$ cat src/hdl/gcja_pkg.sv
package gcja_pkg;

    localparam int MAX_JOBS_DEFAULT = 1024;

    localparam int JOB_COUNT_W = 11;
    localparam int PENALTY_W   = 16;
    localparam int CAP_W       = 16;
    localparam int JOB_W       = 10;
    localparam int SUM_W       = 27;

    localparam logic [JOB_COUNT_W-1:0] JOB_COUNT_RESET = JOB_COUNT_W'(1024);
    localparam logic [JOB_COUNT_W-1:0] COUNT_MAX       = '1;
    localparam logic [SUM_W-1:0]       SUM_MAX         = '1;

    // Map entries hold the epoch in which the job was taken; zero never matches.
    localparam int EPOCH_W = 8;
    localparam logic [EPOCH_W-1:0] EPOCH_FIRST = EPOCH_W'(1);
    localparam logic [EPOCH_W-1:0] EPOCH_LAST  = '1;

    localparam int PADDR_W = 3;
    localparam int PDATA_W = 32;

    localparam logic REG_JOB_COUNT = 1'b0;
    localparam logic REG_PENALTY   = 1'b1;

    typedef struct packed {
        logic             row_start;
        logic [CAP_W-1:0] capacity;
        logic [JOB_W-1:0] job_index;
        logic [CAP_W-1:0] proc_time;
        logic [CAP_W-1:0] cost;
        logic             last_item;
    } job_item_t;

    typedef struct packed {
        logic             assigned;
        logic [CAP_W-1:0] remaining_capacity;
        logic [SUM_W-1:0] total_cost;
        logic             total_valid;
    } result_item_t;

    typedef struct packed {
        logic [JOB_COUNT_W-1:0] job_count;
        logic [PENALTY_W-1:0]   penalty;
    } cfg_t;

    typedef struct packed {
        logic               run;
        logic [EPOCH_W-1:0] epoch;
    } seq_ctl_t;

    typedef struct packed {
        logic last_done;
    } pipe_stat_t;

    typedef enum logic {
        SEQ_CLEAR,
        SEQ_RUN
    } seq_state_t;

endpackage

$ cat src/hdl/gcja_cfg_regs.sv
module gcja_cfg_regs (
    input  logic                        clk,
    input  logic                        rst_n,
    input  logic                        psel,
    input  logic                        penable,
    input  logic                        pwrite,
    input  logic [gcja_pkg::PADDR_W-1:0] paddr,
    input  logic [gcja_pkg::PDATA_W-1:0] pwdata,
    output logic [gcja_pkg::PDATA_W-1:0] prdata,
    output logic                        pready,
    output gcja_pkg::cfg_t              cfg
);

    logic [gcja_pkg::JOB_COUNT_W-1:0] job_count_reg;
    logic [gcja_pkg::PENALTY_W-1:0]   penalty_reg;
    logic                             wr_en;

    // word addressed: the low byte-address bits are not decoded
    assign wr_en  = psel && penable && pwrite;
    assign pready = 1'b1;

    always_ff @(posedge clk or negedge rst_n)
    begin
        if (!rst_n)
        begin
            job_count_reg <= gcja_pkg::JOB_COUNT_RESET;
            penalty_reg   <= '0;
        end
        else if (wr_en)
        begin
            if (paddr[2] == gcja_pkg::REG_JOB_COUNT)
                job_count_reg <= pwdata[gcja_pkg::JOB_COUNT_W-1:0];
            else
                penalty_reg <= pwdata[gcja_pkg::PENALTY_W-1:0];
        end
    end

    always_comb
    begin
        if (paddr[2] == gcja_pkg::REG_JOB_COUNT)
            prdata = gcja_pkg::PDATA_W'(job_count_reg);
        else
            prdata = gcja_pkg::PDATA_W'(penalty_reg);
    end

    assign cfg.job_count = job_count_reg;
    assign cfg.penalty   = penalty_reg;

endmodule

$ cat config.mk
export PLATFORM = sky130hd
export DESIGN_NAME = gcja_cfg_regs
export DESIGN_NICKNAME = d
export VERILOG_FILES = /design/src/hdl/gcja_pkg.sv /design/src/hdl/gcja_cfg_regs.sv
export SDC_FILE = /design/constraint.sdc
export NUM_CORES = 1
export LEC_CHECK = 0
export ABC_CLOCK_PERIOD_IN_PS = 1060
export BUFFER_PORTS_ARGS = -buffer_cell sky130_fd_sc_hd__buf_2
export CAP_MARGIN = 20
export CELL_PAD_IN_SITES_DETAIL_PLACEMENT = 0
export CELL_PAD_IN_SITES_GLOBAL_PLACEMENT = 2
export CORE_ASPECT_RATIO = 1.25
export CORE_UTILIZATION = 24
export DETAILED_ROUTE_END_ITERATION = 6
export HOLD_SLACK_MARGIN = 0.05
export PLACE_DENSITY = 0.84
export SLEW_MARGIN = 20
export SYNTH_ARGS = -nofsm -noshare
export SYNTH_HDL_FRONTEND = slang
export SYNTH_SLANG_ARGS = --single-unit
$ cat constraint.sdc
create_clock -name clk -period 1.06 [get_ports clk]
set_input_delay 0.106 -clock clk [delete_from_list [all_inputs] [get_ports clk]]
set_output_delay 0.106 -clock clk [all_outputs]
set_load 0.03 [all_outputs]
==> metrics <==
number of global-route vias before repair=approximately 1,100; minimum clock period=about 1.2 ns; clk slew on worst S/H paths=around 0.1 ns; Hold Vio Cnt, Final=0; Synth top area share=between 40% and 50%; Die Width=about 70 µm; Startpoint Class=flip-flop; post-synthesis cell area=between 1000 and 1500 µm²; CP Class=flip-flop to primary output; asr flop ratio synth=100%; total wire length=around 3400 µm; initial core utilization=25.3%; setup violators final=14; Worst-Skew Late Latency=approximately 0.27 ns; P_leak=about 1.2 nW; initial antenna violation count=0; Vias/cell=approximately 4.1; post-synthesis adder-cell area fraction=0%; Inserted Diodes=0; GRT Total Usage=11.2%; XOR/XNOR share of the synthesized area=0%; area leader, netlist=dfrtp_1; post-synthesis sequential area ratio=a little under 50%; max reg flops=16; clk root buf=clkbuf_8; design area=around 2300 µm²; CTS tree=done; worst hold path cell count=2; Worst Skew=0 ns; YS warnings=0; CP Capture Type=primary output; maximum clock frequency=between 800 and 900 MHz; area of the multi-input gates=~650 µm²; initial DRC count=11; Filler Cells Inserted=520; Num CTS Buffers=3; Layout Nets=231; DR vias=1,051; max-cap violation count=0; utilization after layout=~42%; Max VDD drop=around 0.86 mV; worst slack, placed=-0.0226 ns; Post-DP Area=between 1500 and 2000 µm²; Crit-path slowest cell=dfrtp_1; gpl congestion=approximately 0.63; Core ar.=between 5000 and 6000 µm²; Syn Area/Cell=14.7 µm²; CP cell instances=mux2_4 > buf_6; hold crit path type=input port to flip-flop; dpl hpwl=2210 µm; WL/cell=between 10 and 15 µm; mux contribution to synthesized area=between 30% and 40%; largest family of logic cells by synthesized area=multiplexers; DRC Markers=0; IO Count=100; htree depth=1; period utilization=114%; Synth-to-Final Area Change=66.0%; status=finished, violations left; register cell area after layout=approximately 680 µm²; CP peak stage delay=about 0.41 ns; pwr/cell area=1990 nW/µm²; CTS Sinks=27; synth cell count leaders=27 x mux2_2, 26 x dfrtp_1, 17 x buf_4; # rows=30; largest net degree at the start of global routing=16; failing checks=setup timing; Die Y=just under 90 µm; Register-to-Register Path Depth=3; fraction of layout cells with a size suffix above 1=between 70% and 80%; Simple-Gate Fraction of Synth Area=5.47%; most common cell in the synthesized netlist=mux2_2; global-route wire length before repair=~5400 µm; Max FO, Critical Path=3; PnR worst setup slack=-0.145 ns; Detail Route Antenna Nets=0; Yosys reg bits=27; port bufs=64; number of flops mapped to enable cells by yosys=0; Final Max Slew Viols=0; Synth Instances=95; Crit path arrival time=1.10 ns; total gr overflow=0; Max Root-Sink Buffers=2; Area contributors post-synth=dfrtp_1 47%, mux2_2 22%, mux2_4 12%; WHS=0.0677 ns; synth unique cells=11; Data required, critical path=~0.95 ns; DRT Pass-1 Iters=4; Synth Area in Compound Gates=0%; Synth Flop Type=dfrtp_1; die area=roughly 6000 µm²; RSZ-0062 raised after global routing=true
worst max-delay path: cells and delay by family, from the launching register on:
family | cells | cell delay [ns]
buffers and inverters | 1 | 0.14
flip-flops | 1 | 0.41
multiplexers | 1 | 0.28
placed cells by master (no fill, tap or decap), types with 3 or more instances in the layout:
master and n:
buf_6 46, buf_2 31, dfrtp_1 26, mux2_4 19, mux2_2 19, conb_1 17
buf_4 16, and2_4 5, clkbuf_8 3, buf_12 3
repair_timing:
item,CTS,global route
endpoints found under the setup margin,17,32
setup buffers,18,9
hold buffers,1,0
pin swaps,5,0
hold endpoints to repair,26,0
gates resized for setup,72,20
per-layer routing:
layer / part of all wire [%] / GRT usage (%)
met3: 6.1 / 2.43
met1: 44 / 15.2
met5: 0 / 0
met4: 0 / 1.64
met2: 50 / 18.5
report_power, final:
part	internal (mW)	switching (mW)	total, mW
clock	0.263	0.331	0.594
combinational	1.32	1.27	2.59
sequential	1.26	0.166	1.43
final cells by class:
class                           instances  share of cell area (%)
Timing Repair Buffer                   97                    37.2
Sequential cell                        27                    29.2
Multi-Input combinational cell         62                    28.1
Tap cell                               64                    3.45
Clock buffer                            3                    1.78
Clock inverter                          1                   0.216
final timing paths:
path	start	to	slack (ns)
max	job_count_reg[0]$_DFFE_PN0P_	prdata[0]	-0.14
min	pwdata[13]	penalty_reg[13]$_DFFE_PN0P_	0.07
max reg2reg	penalty_reg[13]$_DFFE_PN0P_	penalty_reg[13]$_DFFE_PN0P_	0.06
min reg2reg	penalty_reg[4]$_DFFE_PN0P_	penalty_reg[4]$_DFFE_PN0P_	0.54
max in group asynchronous	rst_n	job_count_reg[10]$_DFFE_PN1P_	0.29
min in group asynchronous	rst_n	penalty_reg[7]$_DFFE_PN0P_	0.28
cells by family (layout without fill, tap and decap cells):
family | count (synthesis) | in the layout
AND/OR/NAND/NOR | 7 | 7
buffers and inverters | 21 | 101
flip-flops | 27 | 27
other | 2 | 17
multiplexers | 38 | 38
stage by stage:
| stage | TNS (ns) | instances | power, mW |
|---|---|---|---|
| after floorplan | 0 | 110 | 2.70 |
| after global placement | -0.0785 | 224 | 3.14 |
| after detailed placement | -0.123 | 224 | 3.16 |
| after CTS | -1.67 | 247 | 4.43 |
| after global routing | -2.71 | 254 | 4.84 |
| final | -1.71 | 254 | 4.61 |
Power figures use the tool's default switching activity.
