`src/hdl/gcja_pkg.sv`:
```
package gcja_pkg;

    localparam int MAX_JOBS_DEFAULT = 1024;

    localparam int JOB_COUNT_W = 11;
    localparam int PENALTY_W   = 16;
    localparam int CAP_W       = 16;
    localparam int JOB_W       = 10;
    localparam int SUM_W       = 27;

    localparam logic [JOB_COUNT_W-1:0] JOB_COUNT_RESET = JOB_COUNT_W'(1024);
    localparam logic [JOB_COUNT_W-1:0] COUNT_MAX       = '1;
    localparam logic [SUM_W-1:0]       SUM_MAX         = '1;

    // Map entries hold the epoch in which the job was taken; zero never matches.
    localparam int EPOCH_W = 8;
    localparam logic [EPOCH_W-1:0] EPOCH_FIRST = EPOCH_W'(1);
    localparam logic [EPOCH_W-1:0] EPOCH_LAST  = '1;

    localparam int PADDR_W = 3;
    localparam int PDATA_W = 32;

    localparam logic REG_JOB_COUNT = 1'b0;
    localparam logic REG_PENALTY   = 1'b1;

    typedef struct packed {
        logic             row_start;
        logic [CAP_W-1:0] capacity;
        logic [JOB_W-1:0] job_index;
        logic [CAP_W-1:0] proc_time;
        logic [CAP_W-1:0] cost;
        logic             last_item;
    } job_item_t;

    typedef struct packed {
        logic             assigned;
        logic [CAP_W-1:0] remaining_capacity;
        logic [SUM_W-1:0] total_cost;
        logic             total_valid;
    } result_item_t;

    typedef struct packed {
        logic [JOB_COUNT_W-1:0] job_count;
        logic [PENALTY_W-1:0]   penalty;
    } cfg_t;

    typedef struct packed {
        logic               run;
        logic [EPOCH_W-1:0] epoch;
    } seq_ctl_t;

    typedef struct packed {
        logic last_done;
    } pipe_stat_t;

    typedef enum logic {
        SEQ_CLEAR,
        SEQ_RUN
    } seq_state_t;

endpackage

```
`src/hdl/gcja_assign_pipe.sv`:
```
module gcja_assign_pipe #(
    parameter int MAX_JOBS = gcja_pkg::MAX_JOBS_DEFAULT
) (
    input  logic                         clk,
    input  logic                         rst_n,
    input  logic                         job_valid,
    output logic                         job_ready,
    input  gcja_pkg::job_item_t          job_item,
    output logic                         res_valid,
    input  logic                         res_ready,
    output gcja_pkg::result_item_t       res_item,
    input  gcja_pkg::cfg_t               cfg,
    input  gcja_pkg::seq_ctl_t           ctl,
    output gcja_pkg::pipe_stat_t         stat,
    output logic                         rd_en,
    output logic [$clog2(MAX_JOBS)-1:0]  rd_addr,
    input  logic [gcja_pkg::EPOCH_W-1:0] rd_tag,
    output logic                         wr_en,
    output logic [$clog2(MAX_JOBS)-1:0]  wr_addr
);

    localparam int AW = $clog2(MAX_JOBS);

    // decision stage
    logic                     s1_valid_reg;
    gcja_pkg::job_item_t      s1_item_reg;
    logic [AW-1:0]            s1_addr_reg;
    logic                     s1_in_range_reg;
    logic                     s1_fwd_reg;

    logic [gcja_pkg::CAP_W-1:0]       cap_left_reg;
    logic [gcja_pkg::SUM_W-1:0]       cost_sum_reg;
    logic [gcja_pkg::JOB_COUNT_W-1:0] taken_count_reg;

    logic                   out_valid_reg;
    gcja_pkg::result_item_t out_item_reg;

    logic          s1_fire;
    logic          job_fire;
    logic          wrap_hold;
    logic [AW-1:0] in_addr;
    logic          in_range;

    logic [gcja_pkg::CAP_W-1:0]       cap_cur;
    logic [gcja_pkg::CAP_W-1:0]       cap_new;
    logic                             taken;
    logic                             assign_now;
    logic [gcja_pkg::SUM_W:0]         sum_add;
    logic [gcja_pkg::SUM_W-1:0]       sum_new;
    logic [gcja_pkg::JOB_COUNT_W-1:0] cnt_new;
    logic [gcja_pkg::JOB_COUNT_W-1:0] unassigned;
    logic [gcja_pkg::SUM_W-1:0]       pen_prod;
    logic [gcja_pkg::SUM_W:0]         total_add;
    logic [gcja_pkg::SUM_W-1:0]       total;

    assign in_addr  = AW'(job_item.job_index);
    assign in_range = (32'(job_item.job_index) < MAX_JOBS);

    // a last item that wraps the epoch needs the map swept before anything follows
    assign wrap_hold = s1_valid_reg && s1_item_reg.last_item
                       && (ctl.epoch == gcja_pkg::EPOCH_LAST);
    assign s1_fire   = s1_valid_reg && (!out_valid_reg || res_ready);
    assign job_ready = ctl.run && !wrap_hold && (!s1_valid_reg || s1_fire);
    assign job_fire  = job_valid && job_ready;

    assign rd_en   = job_fire;
    assign rd_addr = in_addr;

    always_comb
    begin
        cap_cur    = s1_item_reg.row_start ? s1_item_reg.capacity : cap_left_reg;
        // forward the write landing on the same edge as this item's read
        taken      = (rd_tag == ctl.epoch) || s1_fwd_reg;
        assign_now = s1_in_range_reg && !taken && (s1_item_reg.proc_time <= cap_cur);
        cap_new    = assign_now ? cap_cur - s1_item_reg.proc_time : cap_cur;

        sum_add = {1'b0, cost_sum_reg} + (gcja_pkg::SUM_W + 1)'(s1_item_reg.cost);
        if (!assign_now)
            sum_new = cost_sum_reg;
        else if (sum_add[gcja_pkg::SUM_W])
            sum_new = gcja_pkg::SUM_MAX;
        else
            sum_new = sum_add[gcja_pkg::SUM_W-1:0];

        if (assign_now && (taken_count_reg != gcja_pkg::COUNT_MAX))
            cnt_new = taken_count_reg + gcja_pkg::JOB_COUNT_W'(1);
        else
            cnt_new = taken_count_reg;

        unassigned = (cfg.job_count > cnt_new) ? cfg.job_count - cnt_new : '0;
        // 11 x 16 bits never exceeds the saturation limit
        pen_prod   = gcja_pkg::SUM_W'(unassigned) * gcja_pkg::SUM_W'(cfg.penalty);
        total_add  = {1'b0, sum_new} + {1'b0, pen_prod};
        total      = total_add[gcja_pkg::SUM_W] ? gcja_pkg::SUM_MAX
                                                 : total_add[gcja_pkg::SUM_W-1:0];
    end

    assign wr_en   = s1_fire && assign_now;
    assign wr_addr = s1_addr_reg;

    assign stat.last_done = s1_fire && s1_item_reg.last_item;

    always_ff @(posedge clk or negedge rst_n)
    begin
        if (!rst_n)
        begin
            s1_valid_reg    <= 1'b0;
            s1_fwd_reg      <= 1'b0;
            out_valid_reg   <= 1'b0;
            cap_left_reg    <= '0;
            cost_sum_reg    <= '0;
            taken_count_reg <= '0;
        end
        else
        begin
            if (job_fire)
            begin
                s1_valid_reg <= 1'b1;
                s1_fwd_reg   <= s1_fire && assign_now && !s1_item_reg.last_item
                                && (s1_addr_reg == in_addr);
            end
            else if (s1_fire)
                s1_valid_reg <= 1'b0;

            if (s1_fire)
            begin
                out_valid_reg <= 1'b1;
                cap_left_reg  <= cap_new;
                if (s1_item_reg.last_item)
                begin
                    cost_sum_reg    <= '0;
                    taken_count_reg <= '0;
                end
                else
                begin
                    cost_sum_reg    <= sum_new;
                    taken_count_reg <= cnt_new;
                end
            end
            else if (res_ready)
                out_valid_reg <= 1'b0;
        end
    end

    always_ff @(posedge clk)
    begin
        if (job_fire)
        begin
            s1_item_reg     <= job_item;
            s1_addr_reg     <= in_addr;
            s1_in_range_reg <= in_range;
        end
        if (s1_fire)
        begin
            out_item_reg.assigned           <= assign_now;
            out_item_reg.remaining_capacity <= cap_new;
            out_item_reg.total_cost         <= s1_item_reg.last_item ? total : '0;
            out_item_reg.total_valid        <= s1_item_reg.last_item;
        end
    end

    assign res_valid = out_valid_reg;
    assign res_item  = out_item_reg;

endmodule
```
`config.mk`:
```
export PLATFORM = sky130hd
export DESIGN_NAME = gcja_assign_pipe
export DESIGN_NICKNAME = d
export VERILOG_FILES = /design/src/hdl/gcja_pkg.sv /design/src/hdl/gcja_assign_pipe.sv
export SDC_FILE = /design/constraint.sdc
export NUM_CORES = 1
export LEC_CHECK = 0
export BUFFER_PORTS_ARGS = -buffer_cell sky130_fd_sc_hd__buf_2
export CORE_ASPECT_RATIO = 0.9
export CORE_MARGIN = 10
export CORE_UTILIZATION = 38
export CTS_BUF_LIST = sky130_fd_sc_hd__clkbuf_8
export DETAILED_ROUTE_END_ITERATION = 6
export PLACE_DENSITY = 0.61
export SLEW_MARGIN = 10
export SYNTH_ARGS = -nofsm -noshare
export SYNTH_HDL_FRONTEND = slang
export SYNTH_SLANG_ARGS = --single-unit
```
`constraint.sdc`:
```
create_clock -name clk -period 24.6 [get_ports clk]
set_input_delay 3.69 -clock clk [delete_from_list [all_inputs] [get_ports clk]]
set_output_delay 3.69 -clock clk [all_outputs]
set_load 0.1 [all_outputs]
```
==> results.md <==
- Flops & latches, synth: 162
- Post-route minimum period: around 13 ns
- Via density: between 5 and 6
- Die Y: ~210 µm
- Post-Synth Simple-Gate Area: 0.135
- Post-synthesis xor/xnor area fraction: 0.0466
- Die width: between 200 and 250 µm
- Setup violators final: 0
- Final Util: 0.427
- Post-synth EDFFs: roughly 110
- Tcrit/Tclk final: 0.526
- Final hold violations: 0
- Worst Setup Slack, final: ~12 ns
- Worst-Margin Slew: between 1 and 1.5 ns
- Post-Synth Adder-Cell Area: 0.286
- WS Path Type: input pin to register
- Initial Util: 0.384
- Fillers: a little over 4000
- Htree depth: 4
- Pin count of the biggest net entering global routing: 61
- Final wirelength: approximately 42 mm
- Fmax achieved: 0.0773 GHz
- GP Congestion: roughly 0.93
- Synth Area in Compound Gates: 0.132
- FF-to-FF Start: s1_item_reg[59]$_DFFE_PP_
- Die area: 49600 µm²
- Detailed-route wire length per cell: 18.3 µm
- Status: finished clean
- Syn. warnings: 0
- Vias: 12100
- Post-synthesis mux area share: 0.0258
- Number of buffers added on ports: roughly 180
- Total GRT Usage: 0.176
- Slowest cell delay on critical path: between 0.6 and 0.7 ns
- CTS max path bufs: 2
- Final-report max-slew violation count: 0
- Number of global-route vias before repair: ~13000
- DP Wirelength: approximately 33 mm
- Antenna violations before repair: 5
- TritonRoute pass-1 iters: 5
- Headroom to the max-slew limit: 0.261
- HP Start: cap_left_reg[1]$_DFFE_PN0P_
- Crit Path Max Fanout: 37
- GR Overflow Total: 0
- Num CTS Buffers: 17
- DRT antenna net count: 0
- HP Class: register to register
- Post-Syn Nets: ~2000
- TritonCTS clock tree: done
- Post-CTS setup buffer count: 0
- # resized after CTS: 0
- P&R area growth vs syn: 11.3%
- Predominant post-synthesis flop cell: edfxtp_1
- Most frequent cell on the critical path: fa_1
- Post-Synthesis Cell Area: 15600 µm²
- RSZ-0062 raised after global routing: false
- Core Rows: 70
- CTS root buf: clkbuf_8
- Most frequent cells in the layout: 244 x inv_1, 177 x buf_2, 165 x nand2_1
- Clock Pin Slew Worst Setup and Hold Paths: roughly 0.10 ns
- Crit. End Element: register
- Layout cells sized above 1: 0.168
- Setup WS pre-CTS: approximately 11 ns
- MaxCap Viol Count: 0
- Nets: ~2100
- 1st-iter DRT viols: 905
- CP Launch Point: ctl[0]
- CP arrival: 13.31 ns
- Library cells used by synthesis: 81
- Worst Skew: between 0.03 and 0.04 ns
- Seq/Total Area, Yosys: 0.294
- Asr flop ratio synth: 0.352
- Max FFs per register: 50
- Syn Area/Cell: 9.76 µm²
- # DRC: 0
- Clock latency on the worst-skew pair: 0.54 ns
- TNS Setup: 0 ns
- Io pins: 178
- Syn Inst Count: roughly 1600
- # clock sinks: ~160
- First-pass GRT wire length: around 68 mm
- Crit-path slowest cell: xor2_4
- CP required: about 25 ns
- Hold-fix buffers at CTS: 0
- Core area: 40600 µm²
- Most common cell after layout, fill and taps aside: inv_1
- Worst hold slack: 0.495 ns
- CP Launch Type: input pin
- Main combinational cell family by area after synthesis: adder cells
cells by family after synthesis:
group | count (synthesis)
flip-flops | 162
XOR/XNOR | 83
adder cells (fa/ha/maj) | 263
buffers and inverters | 320
multiplexers | 38
AND/OR/NAND/NOR | 439
AO/OA/AOI/OAI | 294
critical path, delay by kind of cell:
kind	cells	cell delay (ns)
buffers and inverters	6	0.55
AOI/OAI and AO/OA	11	2.64
adders and majority gates	7	3.11
xor gates and xnor gates	2	0.81
and+or+nand+nor	8	2.21
muxes	1	0.28
final timing paths:
path / to / slack (ns) / cells after the start
max: res_item[7]$_SDFFCE_PN0P_ / 11.67 / 35
min: cap_left_reg[1]$_DFFE_PN0P_ / 0.49 / 2
max reg2reg: res_item[7]$_SDFFCE_PN0P_ / 12.88 / 37
min reg2reg: cap_left_reg[1]$_DFFE_PN0P_ / 0.49 / 2
max in group asynchronous: cost_sum_reg[3]$_DFFE_PN0P_ / 20.68 / 2
min in group asynchronous: taken_count_reg[5]$_DFFE_PN0P_ / 3.33 / 2
area by class of cell:
type	instances	area, µm²	share of cell area
inverters	248	932	0.0537
flip-flops and latches	162	4580	0.264
clock inverters	15	160	0.00922
repair buffers	193	1010	0.0579
well taps	540	676	0.0389
diodes	2	5.00	0.000288
clock buffers	17	234	0.0135
multi-input cells	1117	9770	0.563
Yosys cell counts, drive strengths merged (25+ instances only):
master  number  area (µm²)
xor2        39         342
buf         33         199
nand2      165         619
nor3        67         340
xnor2       44         385
o21ai       43         215
edfxtp     105        3150
a21oi       70         350
o21a        35         263
nor2        80         320
nand3       25         135
dfrtp       57        1430
ha         108        1350
fa         155        3100
a21o        28         214
clkbuf      39         148
inv        248         931
routing by layer:
layer	global-route usage	routed length [µm]	vias to the layer above	part of all wire
li1	-	-	5682	-
met1	0.234	19100	5954	0.45
met2	0.272	18800	386	0.45
met3	0.0444	2990	51	0.071
met4	0.0609	1010	4	0.024
met5	0	21	-	0.00050
stage by stage:
stage / std cells / area, µm²
after floorplan: 1599 / 15600
after global placement: 2260 / 17000
after detailed placement: 2260 / 17000
after CTS: 2292 / 17300
after global routing: 2293 / 17400
final: 2294 / 17400
Power is not shown: default switching activity piles up to over one toggle a cycle in this logic, so the estimate is an artifact.
