`config.mk`:
```
export PLATFORM = sky130hd
export DESIGN_NAME = gcja_seq
export DESIGN_NICKNAME = d
export VERILOG_FILES = /design/src/hdl/gcja_pkg.sv /design/src/hdl/gcja_seq.sv
export SDC_FILE = /design/constraint.sdc
export NUM_CORES = 1
export LEC_CHECK = 0
export BUFFER_PORTS_ARGS = -buffer_cell sky130_fd_sc_hd__buf_2
export CAP_MARGIN = 20
export CORE_MARGIN = 2
export CORE_UTILIZATION = 45
export DETAILED_ROUTE_END_ITERATION = 6
export PLACE_DENSITY = 0.74
export SKIP_CTS_REPAIR_TIMING = 1
export SLEW_MARGIN = 20
export SYNTH_ARGS = -nofsm -noshare
export SYNTH_HDL_FRONTEND = slang
export SYNTH_SLANG_ARGS = --single-unit
export TNS_END_PERCENT = 1
```
`constraint.sdc`:
```
create_clock -name clk -period 3.45 [get_ports clk]
set_input_delay 0.69 -clock clk [delete_from_list [all_inputs] [get_ports clk]]
set_output_delay 0.69 -clock clk [all_outputs]
set_load 0.01 [all_outputs]
```
`src/hdl/gcja_pkg.sv`:
```
package gcja_pkg;

    localparam int MAX_JOBS_DEFAULT = 1024;

    localparam int JOB_COUNT_W = 11;
    localparam int PENALTY_W   = 16;
    localparam int CAP_W       = 16;
    localparam int JOB_W       = 10;
    localparam int SUM_W       = 27;

    localparam logic [JOB_COUNT_W-1:0] JOB_COUNT_RESET = JOB_COUNT_W'(1024);
    localparam logic [JOB_COUNT_W-1:0] COUNT_MAX       = '1;
    localparam logic [SUM_W-1:0]       SUM_MAX         = '1;

    // Map entries hold the epoch in which the job was taken; zero never matches.
    localparam int EPOCH_W = 8;
    localparam logic [EPOCH_W-1:0] EPOCH_FIRST = EPOCH_W'(1);
    localparam logic [EPOCH_W-1:0] EPOCH_LAST  = '1;

    localparam int PADDR_W = 3;
    localparam int PDATA_W = 32;

    localparam logic REG_JOB_COUNT = 1'b0;
    localparam logic REG_PENALTY   = 1'b1;

    typedef struct packed {
        logic             row_start;
        logic [CAP_W-1:0] capacity;
        logic [JOB_W-1:0] job_index;
        logic [CAP_W-1:0] proc_time;
        logic [CAP_W-1:0] cost;
        logic             last_item;
    } job_item_t;

    typedef struct packed {
        logic             assigned;
        logic [CAP_W-1:0] remaining_capacity;
        logic [SUM_W-1:0] total_cost;
        logic             total_valid;
    } result_item_t;

    typedef struct packed {
        logic [JOB_COUNT_W-1:0] job_count;
        logic [PENALTY_W-1:0]   penalty;
    } cfg_t;

    typedef struct packed {
        logic               run;
        logic [EPOCH_W-1:0] epoch;
    } seq_ctl_t;

    typedef struct packed {
        logic last_done;
    } pipe_stat_t;

    typedef enum logic {
        SEQ_CLEAR,
        SEQ_RUN
    } seq_state_t;

endpackage

```
`src/hdl/gcja_seq.sv`:
```
module gcja_seq #(
    parameter int MAX_JOBS = gcja_pkg::MAX_JOBS_DEFAULT
) (
    input  logic                         clk,
    input  logic                         rst_n,
    input  gcja_pkg::pipe_stat_t         stat,
    input  logic                         pipe_wr_en,
    input  logic [$clog2(MAX_JOBS)-1:0]  pipe_wr_addr,
    output gcja_pkg::seq_ctl_t           ctl,
    output logic                         mem_wr_en,
    output logic [$clog2(MAX_JOBS)-1:0]  mem_wr_addr,
    output logic [gcja_pkg::EPOCH_W-1:0] mem_wr_tag
);

    localparam int AW = $clog2(MAX_JOBS);

    gcja_pkg::seq_state_t         state_reg, state_next;
    logic [AW-1:0]                ptr_reg, ptr_next;
    logic [gcja_pkg::EPOCH_W-1:0] epoch_reg, epoch_next;
    logic                         clear_done;
    logic                         wrap;

    assign clear_done = (ptr_reg == AW'(MAX_JOBS - 1));
    assign wrap       = stat.last_done && (epoch_reg == gcja_pkg::EPOCH_LAST);

    always_comb
    begin
        state_next = state_reg;
        unique case (state_reg)
            gcja_pkg::SEQ_CLEAR: if (clear_done) state_next = gcja_pkg::SEQ_RUN;
            gcja_pkg::SEQ_RUN:   if (wrap)       state_next = gcja_pkg::SEQ_CLEAR;
            default:             state_next = gcja_pkg::SEQ_CLEAR;
        endcase
    end

    always_comb
    begin
        ptr_next   = ptr_reg;
        epoch_next = epoch_reg;
        unique case (state_reg)
            gcja_pkg::SEQ_CLEAR:
            begin
                ctl.run     = 1'b0;
                mem_wr_en   = 1'b1;
                mem_wr_addr = ptr_reg;
                mem_wr_tag  = '0;
                ptr_next    = clear_done ? '0 : ptr_reg + AW'(1);
            end
            default:
            begin
                ctl.run     = 1'b1;
                mem_wr_en   = pipe_wr_en;
                mem_wr_addr = pipe_wr_addr;
                mem_wr_tag  = epoch_reg;
                // epoch bump drops every mark of the finished instance
                if (stat.last_done)
                    epoch_next = wrap ? gcja_pkg::EPOCH_FIRST
                                      : epoch_reg + gcja_pkg::EPOCH_W'(1);
            end
        endcase
    end

    assign ctl.epoch = epoch_reg;

    always_ff @(posedge clk or negedge rst_n)
    begin
        if (!rst_n)
        begin
            state_reg <= gcja_pkg::SEQ_CLEAR;
            ptr_reg   <= '0;
            epoch_reg <= gcja_pkg::EPOCH_FIRST;
        end
        else
        begin
            state_reg <= state_next;
            ptr_reg   <= ptr_next;
            epoch_reg <= epoch_next;
        end
    end

endmodule

```
==> impl_results.md, run 1 <==
* Syn Std Cell Area at 0.00113 mm²
* Worst EP arrival at 1.86 ns
* Initial antenna violation count at 0
* Die height at 54.1 µm
* M1 WL at 1010 µm
* Avg Inst Size Synth at 9.84 µm²
* Met2 wire len at 1250 µm
* Die area at 0.00293 mm²
* Synth Register Bits at 19
* Port Buffers at 41
* CTS root buf: clkbuf_4
* Slew headroom at 34.2%
* Leakage power at 0.666 nW
* Antenna diode count at 0
* First-pass GRT wire length at 3760 µm
* Fin util at 56.7%
* Highest routed layer: met4
* TritonCTS clock tree: done
* Core footprint at 0.00243 mm²
* Critical path launch point type: register
* Crit path max fanout at 36
* Placed cell area at 0.00135 mm²
* Hold crit path type: in -> async
* Distinct cells, synth at 36
* Starting Density at 46.5%
* FP Rows at 18
* Share of layout cells above drive strength 1 at 36.5%
* Post-synth EDFFs at 0
* Setup violations, final at 0
* Post-Route WL at 2410 µm
* DRT iter0 DRCs at 9
* Worst Setup End Kind: primary output
* Top FF cell, synth: dfrtp_1
* CTS Buffer Depth at 2
* Fmax at 392 MHz
* Syn Inst Count at 115
* Met3 wire len at 141 µm
* Fin. max-slew vios at 0
* Gp weighted congestion at 0.793
* Syn. warnings at 0
* Fin. Hold Viols at 0
* Worst Skew at 0.00418 ns
* RSZ-0062 raised after global routing: no
* WS Path Type: reg -> out
* Via count at 1027
* WP data required at 2.76 ns
* Pre-CTS setup slack at 1.21 ns
* Peak supply drop at 0.000189 V
* Final setup TNS at 0 ns
* Non-Filler Instances at 186
* Reg clk slew, reported paths at 0.11 ns
* Placed insts at 182
* Clock Sinks at 19
* Num CTS Buffers at 3
* Max reg flops at 10
* Max cap viols at 0
* Clock latency on the worst-skew pair at 0.29 ns
* Outcome: finished clean
* Drt drc at 0
* Setup WS post-layout at 0.899 ns
* DP HPWL at 1750 µm
* Layout area overhead at 21.9%
* Chip width at 54.1 µm
* DR pass1 iterations at 4
* # IOs at 42
* Worst-Margin Slew at 0.986 ns
* GRT overflow at 0
* Post-Syn Nets at 131
* Post-Layout Inst Area at 0.00138 mm²
* Fin nets at 173
* Post-synthesis sequential area ratio at 42.1%
* Antenna Nets Post-Route at 0
* Share of flip-flops with an asynchronous set or reset at 100%
* Min cycle time layout at 2.55 ns
* Largest net degree at the start of global routing at 37
* WL per Instance at 13.0 µm
* Overall routing resource usage at 17.8%
* Vias in the first global route at 886
* DR vias/cell at 5.52
* Pwr dens at 252 mW/mm²
* Htree depth at 1
* Final period utilization at 73.9%
## logic make-up (layout without fill, tap and decap cells)
family / after synthesis / after routing / synth area share (%)
xor gates and xnor gates: 8 / 8 / 6.19
and+or+nand+nor: 50 / 50 / 26.1
buffers and inverters: 8 / 49 / 3.21
adders and majority gates: 2 / 2 / 2.21
AOI/OAI and AO/OA: 18 / 18 / 10.3
muxes: 10 / 10 / 9.85
DFF: 19 / 19 / 42.1
## worst max-delay path: stages, from the launching register on
cell and delay [ns]:
dfrtp_1 1.01, mux2_2 0.42, buf_2 0.14
## per-stage QoR
| stage | hold slack (ns) | total power, W |
|---|---|---|
| after floorplan | 0.394 | 0.000228 |
| after global placement | 0.495 | 0.000239 |
| after detailed placement | 0.504 | 0.000240 |
| after CTS | 0.325 | 0.000355 |
| after global routing | 0.327 | 0.000363 |
| final | 0.317 | 0.000347 |
## power breakdown
| group | leakage [nW] | total, W | switching, W | internal [W] |
|---|---|---|---|---|
| Combinational | 0.409 | 0.0000124 | 0.00000686 | 0.00000558 |
| Sequential | 0.242 | 0.000223 | 0 | 0.000223 |
| Clock | 0.0150 | 0.000112 | 0.0000672 | 0.0000449 |
## cell usage after synthesis (2+ instances only)
cell type	n	area (µm²)
buf_2	2	10.0
inv_1	4	15.0
xnor2_1	5	43.8
nand2_1	11	41.3
nand3b_1	2	15.0
nand4_1	4	25.0
and3_1	2	12.5
nand3_1	3	15.0
nand2b_1	3	18.8
nor2_1	4	15.0
or3_1	3	18.8
mux2_2	9	101
o21ai_0	5	25.0
xor2_1	3	26.3
nor3_1	2	10.0
nor4_1	2	12.5
dfrtp_1	18	450
a21o_1	3	22.5
a21oi_1	4	20.0
ha_1	2	25.0
and4_1	2	17.5
and2_1	8	50.1
## metal layers
layer / vias to the layer above / global-route usage (%)
met2: 32 / 31.9
met5: - / 0
met3: 2 / 2.50
met4: 0 / 7.92
met1: 495 / 20.6
li1: 498 / -
## area by class of cell
type / instances / area (µm²)
fillers: 236 / 1050
multi-input cells: 88 / 618
flip-flops and latches: 19 / 477
repair buffers: 41 / 205
well taps: 30 / 37.5
clock buffers: 4 / 26.3
inverters: 4 / 15.0
## cell usage in the layout (no fill, tap or decap), drive strengths merged, types with 3 or more instances in the layout
cell,count
a21oi,4
clkbuf,4
nor2,4
nand2,11
xnor2,5
mux2,9
inv,4
a21o,3
xor2,3
dfrtp,18
buf,41
nand2b,4
nand3,4
or3,3
and2,8
nand4,5
o21ai,5
## final timing paths
| path | from | end | slack, ns | cells past startpoint |
|---|---|---|---|---|
| max | state_reg | mem_wr_addr[4] | 0.90 | 2 |
| min | rst_n | epoch_reg[5] | 0.32 | 1 |
| min in group clk | ptr_reg[9] | ptr_reg[9] | 0.52 | 1 |
| max in group asynchronous | rst_n | epoch_reg[0] | 2.80 | 1 |
| min reg2reg | ptr_reg[9] | ptr_reg[9] | 0.52 | 1 |
| max reg2reg | state_reg | epoch_reg[7] | 1.60 | 3 |
Note: power is estimated with default switching activity, not from simulation.
==> inputs of run 2 (changes only) <==
- CORE_UTILIZATION: 45 -> 43
- clock period: 3.45 -> 2.23 ns (I/O delays scaled with it)
==> run 2 against run 1 <==
  * Clock skew down 0.0028 ns
  * Critical path depth increased by 1
  * Setup slack worse by 0.55 ns
  * Cell count increased by 0.54%
  * Sequential power rose by 54%
  * Non-clock buffer count grew 1
  * Global-route usage is 1.8 points lower
  * Routed wire length rose by 1.8%
  * Flip-flop and latch count is the same
  * Worst hold slack got worse by 0.24 ns
  * Sequential share of layout area decreased by 0.13 points
  * Via count decreased by 0.29%
  * Highest routed layer is now met3
==> impl_results.md, run 2 (synthesis gave the netlist of run 1 again) <==
* Outcome: finished clean
* Max reg flops at 10
* GRT overflow at 0
* Fin util at 56.0%
* Sequential share of power at 64.6%
* Pint at 0.000422 W
* Fmax at 532 MHz
* Worst r2r src: epoch_reg[0]
* Crit path max-delay family: flip-flops
* Switching share of power at 20.8%
* RSZ-0062 raised after global routing: no
* Critical path launch point type: register
* Worst-path cell chain: buf_4, and2_1, buf_2
* Gp weighted congestion at 0.811
* Initial antenna violation count at 0
* Min cycle time layout at 1.88 ns
* Worst Setup End Kind: primary output
* CTS root buf: clkbuf_4
* Max stage delay on crit path at 0.61 ns
* DRT iter0 DRCs at 27
* WP data required at 1.78 ns
* Max cap viols at 0
* Tot Pwr at 0.000533 W
* Chip width at 55.3 µm
* Commonest non-fill, non-tap cell in the layout: buf_2
* Port Buffers at 41
* DR pass1 iterations at 4
* TritonCTS clock tree: done
* R2R depth at 4
* Leakage power at 0.670 nW
* Drt drc at 0
* Post-Route WL at 2460 µm
* WS Path Type: reg -> out
* Peak supply drop at 0.000225 V
* Starting Density at 45.7%
* Core footprint at 0.00248 mm²
* Fin nets at 174
* Via count at 1024
* Pwr dens at 384 mW/mm²
* RR Endpoint: state_reg
* Reg clk slew, reported paths at 0.10 ns
* Flop-to-flop setup slack at 0.63 ns
* Hold Slack at 0.0750 ns
* Clock Sinks at 19
* Slew headroom at 68.0%
* Crit path max fanout at 21
* Die area at 0.00306 mm²
* Psw at 0.000111 W
* Die height at 55.3 µm
* Worst EP arrival at 1.43 ns
* Fin. max-slew vios at 0
* First-pass GRT wire length at 4020 µm
* Worst Skew at 0.00138 ns
* Worst-Margin Slew at 0.476 ns
* Post-Layout Inst Area at 0.00139 mm²
* Placed cell area at 0.00136 mm²
* Final setup TNS at 0 ns
* Clock latency on the worst-skew pair at 0.28 ns
* Overall routing resource usage at 16.0%
* Antenna diode count at 0
* Vias in the first global route at 937
* Layout area overhead at 22.7%
* WL per Instance at 13.1 µm
* # IOs at 42
* Comb power frac at 3.6%
* Hold crit path type: in -> async
* Htree depth at 1
* Critical path's slowest cell: dfrtp_2
* Share of layout cells above drive strength 1 at 37.6%
* DR vias/cell at 5.48
* DP HPWL at 1800 µm
* Setup violations, final at 0
* Clock power frac at 31.8%
* CP startpoint: state_reg
* Final period utilization at 84.3%
* Largest net degree at the start of global routing at 22
* Antenna Nets Post-Route at 0
* CTS Buffer Depth at 2
* Worst Path Buf+Inv at 2
* FP Rows at 18
* Fin. Hold Viols at 0
* Most frequent cells in the layout: buf_2 (41), dfrtp_1 (17), nand2_1 (11)
* Num CTS Buffers at 3
-- run 2: cell count changes in the layout (fill, tap and decap cells not counted), sizes merged --
cell	delta
buf	+1
-- run 2: worst max-delay path by stage --
| stage | to | cells past startpoint |
|---|---|---|
| 4_1_cts | mem_wr_tag[5] | 3 |
| 2_1_floorplan | state_reg | 4 |
| 5_1_grt | mem_wr_tag[5] | 3 |
| 3_5_place_dp | mem_wr_tag[5] | 3 |
| 3_3_place_gp | mem_wr_tag[5] | 3 |
| 6_report | mem_wr_tag[5] | 3 |
-- run 2: worst reg2reg max path: stages (launching register included) --
cell,delay [ns]
dfstp_2,0.59
ha_1,0.21
nand4_1,0.15
or3_1,0.36
a21o_1,0.19
-- run 2: metal layers --
layer	wire (µm)	track usage [%]	vias up
met5	0	0	-
met3	163	2.34	0
met4	0	3.48	0
met2	1190	29.8	39
met1	1100	19.2	481
li1	-	-	504
-- run 2: final cells by class --
type | count | area (µm²)
tap | 30 | 37.5
sequential | 19 | 478
clock buffer | 4 | 26.3
timing repair buffer | 42 | 213
inverter | 4 | 15.0
multi-input combinational | 88 | 618
fill | 252 | 1090
-- run 2: per-stage QoR --
| stage | setup WS [ns] | cells |
|---|---|---|
| after floorplan | 0.720 | 115 |
| after global placement | 0.481 | 183 |
| after detailed placement | 0.440 | 183 |
| after CTS | 0.0970 | 187 |
| after global routing | 0.221 | 187 |
| final | 0.350 | 187 |
-- run 2: power groups by stage --
stage	Combinational, W	Clock (W)	Sequential, W
detailed placement	0.0000200	0	0.000351
global route	0.0000223	0.000198	0.000345
global placement	0.0000197	0	0.000351
CTS	0.0000201	0.000175	0.000344
floorplan	0.00000102	0	0.000351
finish	0.0000192	0.000170	0.000344
